`src/rtl/zlhs_pkg.sv`:
```
// Shared types and constants for the ZIP local header scanner.
`timescale 1ns / 1ps
`default_nettype none
package zlhs_pkg;

    localparam logic [31:0] SIG_RESET = 32'h04034B50;

    // result kinds
    localparam logic [1:0] KIND_NAME_BYTE  = 2'd0;
    localparam logic [1:0] KIND_EMPTY_NAME = 2'd1;
    localparam logic [1:0] KIND_SUMMARY    = 2'd2;

    // header byte offsets, counted from the byte after the signature
    localparam logic [4:0] NAME_LEN_LO_POS = 5'd22;
    localparam logic [4:0] NAME_LEN_HI_POS = 5'd23;
    localparam logic [4:0] HEADER_LAST_POS = 5'd25;

    typedef struct packed {
        logic [1:0]  result_kind;
        logic [7:0]  name_byte;
        logic        last_of_name;
        logic [31:0] header_count;
        logic        no_archive;
    } t_result;

endpackage
`default_nettype wire

```
`src/rtl/zlhs_in_if.sv`:
```
// Byte request channel into the scanner.
`timescale 1ns / 1ps
`default_nettype none
interface zlhs_in_if;
    logic       valid;
    logic       ready;
    logic [7:0] data_byte;
    logic       end_of_file;

    modport source (output valid, output data_byte, output end_of_file, input ready);
    modport sink   (input valid, input data_byte, input end_of_file, output ready);
endinterface
`default_nettype wire

```
`src/rtl/zlhs_out_if.sv`:
```
// Result channel out of the scanner.
`timescale 1ns / 1ps
`default_nettype none
interface zlhs_out_if;
    logic        valid;
    logic        ready;
    logic [1:0]  result_kind;
    logic [7:0]  name_byte;
    logic        last_of_name;
    logic [31:0] header_count;
    logic        no_archive;

    modport source (output valid, output result_kind, output name_byte,
                    output last_of_name, output header_count, output no_archive,
                    input ready);
    modport sink   (input valid, input result_kind, input name_byte,
                    input last_of_name, input header_count, input no_archive,
                    output ready);
endinterface
`default_nettype wire

```
`src/rtl/zlhs_parser.sv`:
```
// Scan state: signature window, header skip, name emission, header count.
`timescale 1ns / 1ps
`default_nettype none
module zlhs_parser (
    input  wire logic            i_clk,
    input  wire logic            i_rst_n,
    input  wire logic            i_accept,
    input  wire logic [7:0]      i_data_byte,
    input  wire logic            i_end_of_file,
    input  wire logic [31:0]     i_signature,
    output logic                 o_emit,
    output zlhs_pkg::t_result    o_result
);
    import zlhs_pkg::*;

    localparam logic [1:0] PH_SCAN   = 2'd0;
    localparam logic [1:0] PH_HEADER = 2'd1;
    localparam logic [1:0] PH_NAME   = 2'd2;

    logic [23:0] r_recent, n_recent;
    logic [1:0]  r_fill,   n_fill;
    logic [1:0]  r_phase,  n_phase;
    logic [4:0]  r_pos,    n_pos;
    logic [15:0] r_name,   n_name;
    logic [31:0] r_count,  n_count;

    always_comb begin
        n_recent = r_recent;
        n_fill   = r_fill;
        n_phase  = r_phase;
        n_pos    = r_pos;
        n_name   = r_name;
        n_count  = r_count;
        o_emit   = 1'b0;
        o_result.result_kind  = KIND_NAME_BYTE;
        o_result.name_byte    = 8'd0;
        o_result.last_of_name = 1'b0;
        o_result.header_count = r_count;
        o_result.no_archive   = 1'b0;
        if (i_accept) begin
            if (i_end_of_file) begin
                o_emit = 1'b1;
                o_result.result_kind = KIND_SUMMARY;
                o_result.no_archive  = (r_count == 32'd0);
                n_recent = 24'd0;
                n_fill   = 2'd0;
                n_phase  = PH_SCAN;
                n_pos    = 5'd0;
                n_name   = 16'd0;
                n_count  = 32'd0;
            end else begin
                case (r_phase)
                    PH_HEADER: begin
                        if (r_pos == NAME_LEN_LO_POS) begin
                            n_name = {8'd0, i_data_byte};
                        end else if (r_pos == NAME_LEN_HI_POS) begin
                            n_name = {i_data_byte, r_name[7:0]};
                        end
                        n_pos = r_pos + 5'd1;
                        if (r_pos == HEADER_LAST_POS) begin
                            n_pos = 5'd0;
                            if (n_name == 16'd0) begin
                                n_phase = PH_SCAN;
                                o_emit  = 1'b1;
                                o_result.result_kind  = KIND_EMPTY_NAME;
                                o_result.last_of_name = 1'b1;
                            end else begin
                                n_phase = PH_NAME;
                            end
                        end
                    end
                    PH_NAME: begin
                        n_name = r_name - 16'd1;
                        o_emit = 1'b1;
                        o_result.result_kind  = KIND_NAME_BYTE;
                        o_result.name_byte    = i_data_byte;
                        o_result.last_of_name = (n_name == 16'd0);
                        if (n_name == 16'd0) begin
                            n_phase = PH_SCAN;
                        end
                    end
                    default: begin
                        // unused phase code falls back to scanning
                        n_phase = PH_SCAN;
                        if (r_fill == 2'd3 && {i_data_byte, r_recent} == i_signature) begin
                            if (r_count != 32'hFFFF_FFFF) begin
                                n_count = r_count + 32'd1;
                            end
                            n_phase  = PH_HEADER;
                            n_pos    = 5'd0;
                            n_name   = 16'd0;
                            n_recent = 24'd0;
                            n_fill   = 2'd0;
                        end else begin
                            n_recent = {i_data_byte, r_recent[23:8]};
                            if (r_fill != 2'd3) begin
                                n_fill = r_fill + 2'd1;
                            end
                        end
                    end
                endcase
            end
        end
    end

    always_ff @(posedge i_clk) begin
        if (!i_rst_n) begin
            r_recent <= 24'd0;
            r_fill   <= 2'd0;
            r_phase  <= PH_SCAN;
            r_pos    <= 5'd0;
            r_name   <= 16'd0;
            r_count  <= 32'd0;
        end else begin
            r_recent <= n_recent;
            r_fill   <= n_fill;
            r_phase  <= n_phase;
            r_pos    <= n_pos;
            r_name   <= n_name;
            r_count  <= n_count;
        end
    end

endmodule
`default_nettype wire

```
`src/rtl/zip_local_header_scanner_core.sv`:
```
// Top level of the ZIP local header scanner: config register, parser, output register.
//
//  channel     dir   handshake      payload
//  i_in_ch     in    valid/ready    data_byte[8], end_of_file
//  o_out_ch    out   valid/ready    result_kind[2], name_byte[8], last_of_name,
//                                   header_count[32], no_archive
//  i_cfg_*     in    write enable   signature_word[32]
//
// One byte per cycle while ready is high; each request is handled in the cycle it is
// accepted and its result, if any, sits in the output register from the next cycle.
// Input ready is high whenever the output register is empty or being drained,
// so a stalled consumer holds off the producer after one pending result.
// Synchronous active-low reset clears scan state, count and the output valid
// flag, and loads the signature with 0x04034B50.
`timescale 1ns / 1ps
`default_nettype none
module zip_local_header_scanner_core (
    input  wire logic        i_clk,
    input  wire logic        i_rst_n,
    zlhs_in_if.sink          i_in_ch,
    zlhs_out_if.source       o_out_ch,
    input  wire logic        i_cfg_we,
    input  wire logic [31:0] i_cfg_wdata
);
    import zlhs_pkg::*;

    logic [31:0] r_signature;
    logic        r_out_valid;
    t_result     r_out;
    logic        in_ready;
    logic        accept;
    logic        emit;
    t_result     result;

    assign in_ready = !r_out_valid || o_out_ch.ready;
    assign accept   = i_in_ch.valid && in_ready;
    assign i_in_ch.ready = in_ready;

    zlhs_parser u_parser (
        .i_clk         (i_clk),
        .i_rst_n       (i_rst_n),
        .i_accept      (accept),
        .i_data_byte   (i_in_ch.data_byte),
        .i_end_of_file (i_in_ch.end_of_file),
        .i_signature   (r_signature),
        .o_emit        (emit),
        .o_result      (result)
    );

    always_ff @(posedge i_clk) begin
        if (!i_rst_n) begin
            r_signature <= SIG_RESET;
        end else if (i_cfg_we) begin
            r_signature <= i_cfg_wdata;
        end
    end

    always_ff @(posedge i_clk) begin
        if (!i_rst_n) begin
            r_out_valid <= 1'b0;
        end else if (accept && emit) begin
            r_out_valid <= 1'b1;
        end else if (o_out_ch.ready) begin
            r_out_valid <= 1'b0;
        end
    end

    always_ff @(posedge i_clk) begin
        if (accept && emit) begin
            r_out <= result;
        end
    end

    assign o_out_ch.valid        = r_out_valid;
    assign o_out_ch.result_kind  = r_out.result_kind;
    assign o_out_ch.name_byte    = r_out.name_byte;
    assign o_out_ch.last_of_name = r_out.last_of_name;
    assign o_out_ch.header_count = r_out.header_count;
    assign o_out_ch.no_archive   = r_out.no_archive;

`ifndef SYNTHESIS
    a_summary_flag: assert property (@(posedge i_clk) disable iff (!i_rst_n)
        r_out_valid && r_out.result_kind == KIND_SUMMARY
        |-> r_out.no_archive == (r_out.header_count == 32'd0))
        else $error("summary no_archive disagrees with count");

    a_flag_only_summary: assert property (@(posedge i_clk) disable iff (!i_rst_n)
        r_out_valid && r_out.no_archive |-> r_out.result_kind == KIND_SUMMARY)
        else $error("no_archive set outside a summary");

    a_empty_is_last: assert property (@(posedge i_clk) disable iff (!i_rst_n)
        r_out_valid && r_out.result_kind == KIND_EMPTY_NAME
        |-> r_out.last_of_name && r_out.header_count != 32'd0)
        else $error("empty name result malformed");

    a_no_drop: assert property (@(posedge i_clk) disable iff (!i_rst_n)
        r_out_valid && !o_out_ch.ready |-> !accept)
        else $error("request accepted while result stalled");
`endif

endmodule
`default_nettype wire

```
`src/flat_wrapper.sv`:
```
// flat-port wrapper written by rule: the top's interface ports become plain ports
module zip_local_header_scanner_core_flat import zlhs_pkg::*;
  (i_clk, i_rst_n, i_cfg_we, i_cfg_wdata, i_in_ch_valid, i_in_ch_data_byte, i_in_ch_end_of_file, i_in_ch_ready, o_out_ch_valid, o_out_ch_result_kind, o_out_ch_name_byte, o_out_ch_last_of_name, o_out_ch_header_count, o_out_ch_no_archive, o_out_ch_ready);
  zlhs_in_if i_in_ch_i ();
  zlhs_out_if o_out_ch_i ();
  input  wire logic i_clk;
  input  wire logic i_rst_n;
  input  wire logic i_cfg_we;
  input  wire logic [31:0] i_cfg_wdata;
  input wire logic [$bits(i_in_ch_i.valid)-1:0] i_in_ch_valid;
  input wire logic [$bits(i_in_ch_i.data_byte)-1:0] i_in_ch_data_byte;
  input wire logic [$bits(i_in_ch_i.end_of_file)-1:0] i_in_ch_end_of_file;
  output wire logic [$bits(i_in_ch_i.ready)-1:0] i_in_ch_ready;
  output wire logic [$bits(o_out_ch_i.valid)-1:0] o_out_ch_valid;
  output wire logic [$bits(o_out_ch_i.result_kind)-1:0] o_out_ch_result_kind;
  output wire logic [$bits(o_out_ch_i.name_byte)-1:0] o_out_ch_name_byte;
  output wire logic [$bits(o_out_ch_i.last_of_name)-1:0] o_out_ch_last_of_name;
  output wire logic [$bits(o_out_ch_i.header_count)-1:0] o_out_ch_header_count;
  output wire logic [$bits(o_out_ch_i.no_archive)-1:0] o_out_ch_no_archive;
  input wire logic [$bits(o_out_ch_i.ready)-1:0] o_out_ch_ready;
  assign i_in_ch_i.valid = i_in_ch_valid;
  assign i_in_ch_i.data_byte = i_in_ch_data_byte;
  assign i_in_ch_i.end_of_file = i_in_ch_end_of_file;
  assign i_in_ch_ready = i_in_ch_i.ready;
  assign o_out_ch_valid = o_out_ch_i.valid;
  assign o_out_ch_result_kind = o_out_ch_i.result_kind;
  assign o_out_ch_name_byte = o_out_ch_i.name_byte;
  assign o_out_ch_last_of_name = o_out_ch_i.last_of_name;
  assign o_out_ch_header_count = o_out_ch_i.header_count;
  assign o_out_ch_no_archive = o_out_ch_i.no_archive;
  assign o_out_ch_i.ready = o_out_ch_ready;
  zip_local_header_scanner_core u_core (.i_clk(i_clk), .i_rst_n(i_rst_n), .i_in_ch(i_in_ch_i), .o_out_ch(o_out_ch_i), .i_cfg_we(i_cfg_we), .i_cfg_wdata(i_cfg_wdata));
endmodule
```
`config.mk`:
```
export PLATFORM = sky130hd
export DESIGN_NAME = zip_local_header_scanner_core_flat
export DESIGN_NICKNAME = d
export VERILOG_FILES = /design/src/rtl/zlhs_pkg.sv /design/src/rtl/zlhs_in_if.sv /design/src/rtl/zlhs_out_if.sv /design/src/rtl/zlhs_parser.sv /design/src/rtl/zip_local_header_scanner_core.sv /design/src/flat_wrapper.sv
export SDC_FILE = /design/constraint.sdc
export NUM_CORES = 1
export LEC_CHECK = 0
export CORE_MARGIN = 5
export CORE_UTILIZATION = 30
export CTS_CLUSTER_DIAMETER = 120
export CTS_CLUSTER_SIZE = 24
export DETAILED_ROUTE_END_ITERATION = 7
export DONT_BUFFER_PORTS = 1
export MAX_ROUTING_LAYER = met4
export PLACE_DENSITY = 0.53
export REMOVE_ABC_BUFFERS = 1
export SLEW_MARGIN = 20
export SYNTH_ARGS = -nofsm -noshare
export SYNTH_HDL_FRONTEND = slang
export SYNTH_SLANG_ARGS = --single-unit
```
`constraint.sdc`:
```
create_clock -name i_clk -period 15 [get_ports i_clk]
set_clock_uncertainty 0.2 [all_clocks]
set_input_delay 0.75 -clock i_clk [delete_from_list [all_inputs] [get_ports i_clk]]
set_output_delay 0.75 -clock i_clk [all_outputs]
set_load 0.02 [all_outputs]
```
## Word level (Yosys, flattened, before mapping)

Cells that the tools add are included.
Widths: inputs -> output; s select.

- Add/sub/neg operators: 4
- Equal/unequal tests: 13
- Mux-type cells: 41
- Bitwise gates (word level): 4
- Reduce and logical (&&, ||, !) cells: 25

Operator list:

| operator | number |
|---|---|
| $mux 32 | 4 |
| $mux 16 | 7 |
| $mux 24 | 3 |
| $add 32x1->32 const B | 1 |
| $eq 32x32->1 | 1 |
| $logic_not 16->1 | 2 |
| $logic_not 32->1 | 1 |
| $ne 32x32->1 const B | 1 |
| $pmux 16 s2 | 1 |
| $mux 2 | 10 |
| $sub 16x1->16 const B | 1 |
| $eq 5x5->1 const B | 3 |
| $mux 5 | 3 |
| $pmux 5 s2 | 1 |
| $mux 1 | 9 |
| $reduce_and 3->1 | 3 |
| $ne 3x3->1 const B | 2 |
| $reduce_and 2->1 | 3 |
| $reduce_bool 2->1 | 3 |
| $reduce_bool 3->1 | 2 |
| $add 5x1->5 const B | 1 |
| $eq 2x2->1 const B | 2 |
| $ne 2x2->1 const B | 2 |
| $not 1->1 | 4 |
| other kinds (13) | 17 |

- Register bits: 158
- Output and inout bits: 46
- Logic and storage cells: 101

## Depth between registers and ports, before layout

- Depth in word-level cells: 14
- Depth in mapped cells: 9
- Mapped depth without buffers: 9

## Cells and area by module

A second synthesis with hierarchy kept.

- Cell total of the unflattened synthesis: 807
- Area total of the unflattened synthesis: 7532.2 um^2

By module, submodules not included:

| module | times used | cells an instance | area each (um^2) | seq. area each (um^2) |
|---|---|---|---|---|
| zlhs_parser | 1 | 654 | 4938.5 | 1621.6 |
| zip_local_header_scanner_core | 1 | 153 | 2593.7 | 1981.9 |

## Worst setup path before layout

No wires, ideal clock.

- Path kind: reg2reg
- Start: register u_core.u_parser.r_name[2]
- End: register u_core.r_out (netlist bit u_core.o_out_ch.header_count[0]), enable pin
- Setup time: 460 ps
- Data arrival time: 4111 ps
- Required time: 14340 ps
- Setup slack: 10229 ps
- Stages on the path, launching flop included: 9
- Path through: dfxtp_1 > clkbuf_1 > or4_1 > nor2_1 > nand2_1 > o31ai_1 > and3_1 > o21ai_0 > a21oi_1

- Word-level cells in the longest chain between the ends: 12

Ends and longest elaborated chain:

| item | RTL line | source |
|---|---|---|
| start, declared | zlhs_parser.sv:24 | `logic [15:0] r_name, n_name;` |
| start signal, assigned | zlhs_parser.sv:119 | `r_name <= n_name;` |
| $mux 16 | zlhs_parser.sv:56 | `end else if (r_pos == NAME_LEN_HI_POS) begin` |
| $mux 16 | zlhs_parser.sv:54 | `if (r_pos == NAME_LEN_LO_POS) begin` |
| $mux 16 | zlhs_parser.sv:52 | `case (r_phase)` |
| $mux 16 | zlhs_parser.sv:41 | `if (i_end_of_file) begin` |
| $mux 16 | zlhs_parser.sv:40 | `if (i_accept) begin` |
| $logic_not 16->1 | zlhs_parser.sv:62 | `if (n_name == 16'd0) begin` |
| $mux 1 | zlhs_parser.sv:62 |  |
| $mux 1 | zlhs_parser.sv:60 | `if (r_pos == HEADER_LAST_POS) begin` |
| $pmux 1 s2 | zlhs_parser.sv:52 |  |
| $mux 1 | zlhs_parser.sv:41 |  |
| $mux 1 | zlhs_parser.sv:40 |  |
| $logic_and 1x1->1 | zip_local_header_scanner_core.sv:69 | `if (accept && emit) begin` |
| end signal, assigned | zip_local_header_scanner_core.sv:70 | `r_out <= result;` |
| end, declared | zip_local_header_scanner_core.sv:29 | `t_result r_out;` |

Every way passes these cells. The select of a mux whose other input is x is not followed.
A chain may end at the register's enable or synchronous reset.

## Worst setup path in the final report

Ends and elaborated chain as after synthesis.

==> results.toml <==
[clock_tree]
clk_latency_ps = 420
cts-root-buf = "clkbuf_16"
clk_path_buf_depth = 2
path_clk_slew_ps = 70
cts-resized-gates = 0
cts-buffers-inserted = 17
postCtsSetupBuffers = 0
clock_sinks = 158
ctsHoldBuffers = 0
cts-htree-levels = 4
cts_tree = "done"

[yosys]
synth_enable_flop_cells = 44
synth_warnings = 0
yosysUniqueCellTypes = 66
yosysSeqAreaShare = 0.471
synth_cells = 811
synthFlopType = "dfxtp_1"
synthArstFlopShare = 0
ys_seq_elements = 158
synth_area_um2 = 7640
avgSynthCellArea_um2 = 9.43

[detailed_routing]
drt-initial-drc-count = 397
wl_um = 19900
drc_errors = 0
firstDrtPassIters = 5
drtAntennaViolNets = 0
vias_per_cell = 5.11
vias = 5843
wl_per_cell_um = 17.4

[grt]
grt_max_degree = 43
antenna_found_initial = 0
grt_overflow = 0
track_usage = 0.144
grt_pass1_vias = 5691
grt_first_pass_wirelength_um = 32200

[place]
io_buffers = 0
dp_slack_ps = 11380
dpl.hpwl_um = 14100
routabilityCongestion = 0.846

[final_layout]
final_common_cell = "dfxtp_1"
diodes = 0
layout-drive-gt1-share = 0.0909
final_cell_mix = "dfxtp_1 (114), nand2_1 (101), nor2_1 (87)"
n_fill_cell = 2644
final_nets = 857
syn2layout_area_growth_pct = 12.1

[sta]
tns_ps = 0
maxSlewViolCount = 0
setup_viol = 0
fin_crit_sh = 0.244
setup_slack_ps = 11340
fmax_ghz = 0.273
relSlewSlack = 0.363
min_period_ps = 3660
grt_setup_unrepaired = "no"
hold_viol = 0
worstMarginPinSlew_ps = 956

[floorplan]
design.portCount = 92
std_cell_rows = 58
start_util = 0.304
die_height_um = 170
die-area_um2 = 28800
die_w_um = 170
core_um2 = 25100

[worst_hold_path]
hp-start = "i_rst_n"
hold_path_end = "u_core.r_signature[11]$_SDFFE_PN1P_"
min_path_type = "in -> reg"
min_path_cells = 1

[setup_path]
crit_path_end_kind = "register"
cp_max_fo = 40
reg2regPathDepth = 8
critPathKind = "reg -> reg"
reg2reg_to = "u_core.o_out_ch.header_count[0]$_DFFE_PP_"
ff2ff_setup_slack_ps = 11340
r2r-start = "u_core.u_parser.r_name[2]$_SDFFE_PN0P_"
startpoint_type = "register"
crit_arrival_ps = 3510
startpoint = "u_core.u_parser.r_name[2]$_SDFFE_PN0P_"
critPathRequiredTime_ps = 14850

[power]
p_leak_uw = 0.00293
ir_worst_vdd_mv = 0.0620
cellPowerDensity_nw_per_um2 = 110

[outcome]
status = "finished, final reports clean"

[flow_run]
max-cap-violations = 0
power breakdown:
group	internal (µW)	switching [µW]
Sequential	451	15.4
Combinational	20.7	34.7
Clock	234	186
logic make-up (layout without fill, tap and decap cells):
group,after synthesis,in the layout,share of synthesized area
xor gates and xnor gates,54,54,0.0619
DFF,158,158,0.471
and+or+nand+nor,358,358,0.260
muxes,43,43,0.0565
adders and majority gates,10,10,0.0164
AOI/OAI and AO/OA,123,123,0.100
buffers and inverters,65,68,0.0339
stage by stage:
step	utilization	cell area, µm²	instances	hold WS [ps]	total power, µW
floorplan	-	7490	773	238	514
global placement	0.318	8000	1112	248	531
detailed placement	0.318	8000	1112	256	532
CTS	0.341	8570	1144	170	953
global route	0.341	8570	1144	162	980
finish	0.341	8570	1144	187	941
cells in the mapped netlist (3+ instances only):
cell type    n  area (µm²)
a21oi_1     58         290
nor4_1      13        81.3
and3_1       9        56.3
a31o_1       4        35.0
and2_1      11        68.8
nand3_1     26         130
nor4_2       7        87.6
a31oi_1      8        50.1
nor4b_1      3        26.3
nand4b_1     5        43.8
dfxtp_1    114        2280
mux2i_1     42         420
ha_1        10         125
nand2_1    101         379
xor2_1      10        87.6
nor4_4       7         149
nor3_1      11        55.1
buf_2        3        15.0
nor2_1      87         327
clkbuf_1    27         101
or4_1       10        75.1
inv_1       26        97.6
buf_1        6        22.5
o31ai_1      7        52.6
o211ai_1     3        22.5
xnor2_1     44         385
o21ai_1      4        20.0
nand2b_1     9        56.3
a211oi_1     4        30.0
nor2b_1      5        31.3
edfxtp_1    44        1320
or3_1       10        62.6
a21o_1       4        30.0
o21ai_0     14        70.1
nor3_2       6        60.1
nand4_1     22         138
worst max path at each step:
stage,end,slack [ps]
CTS,u_core.o_out_ch.header_count[2]$_DFFE_PP_,11360
floorplan,u_core.o_out_ch.header_count[0]$_DFFE_PP_,10320
global route,u_core.o_out_ch.header_count[0]$_DFFE_PP_,11110
global placement,u_core.u_parser.r_count[13]$_SDFFE_PN0P_,11460
finish,u_core.o_out_ch.header_count[0]$_DFFE_PP_,11340
detailed placement,u_core.o_out_ch.header_count[15]$_DFFE_PP_,11380
registers in the layout, indices dropped and copies added (netlist names):
| name | cells |
|---|---|
| u_core.o_out_ch.header_count | 32 |
| u_core.u_parser.r_recent | 24 |
| u_core.u_parser.r_fill | 2 |
| u_core.o_out_ch.last_of_name | 1 |
| u_core.o_out_ch.no_archive | 1 |
| u_core.r_signature | 32 |
| u_core.o_out_ch.name_byte | 8 |
| u_core.u_parser.r_pos | 5 |
| u_core.u_parser.r_phase | 2 |
| u_core.o_out_ch.result_kind | 2 |
| u_core.o_out_ch.valid | 1 |
| u_core.u_parser.r_name | 16 |
| u_core.u_parser.r_count | 32 |
metal layers:
| layer | part of all wire | up-vias | global-route usage |
|---|---|---|---|
| met5 | 0 | - | - |
| met4 | 0.011 | 0 | 0.0301 |
| met3 | 0.045 | 21 | 0.0347 |
| met2 | 0.46 | 150 | 0.222 |
| met1 | 0.49 | 2785 | 0.193 |
| li1 | - | 2887 | - |
layout make-up:
| type | instances | area, µm² | area share |
|---|---|---|---|
| multi-input cells | 588 | 3810 | 0.445 |
| inverters | 27 | 101 | 0.0118 |
| flip-flops and latches | 158 | 3600 | 0.421 |
| clock buffers | 20 | 478 | 0.0558 |
| well taps | 330 | 413 | 0.0482 |
| clock inverters | 12 | 95.1 | 0.0111 |
| repair buffers | 9 | 67.6 | 0.00789 |
worst max-delay path: stages, from the launching register on:
cell and delay [ps]:
dfxtp_1 390, or4_1 550, nor2_1 340, nand2_1 160, o31ai_1 380, and3_1 280, o21ai_0 150, a21oi_4 290
buf_4 490
Note: power is estimated with default switching activity, not from simulation.
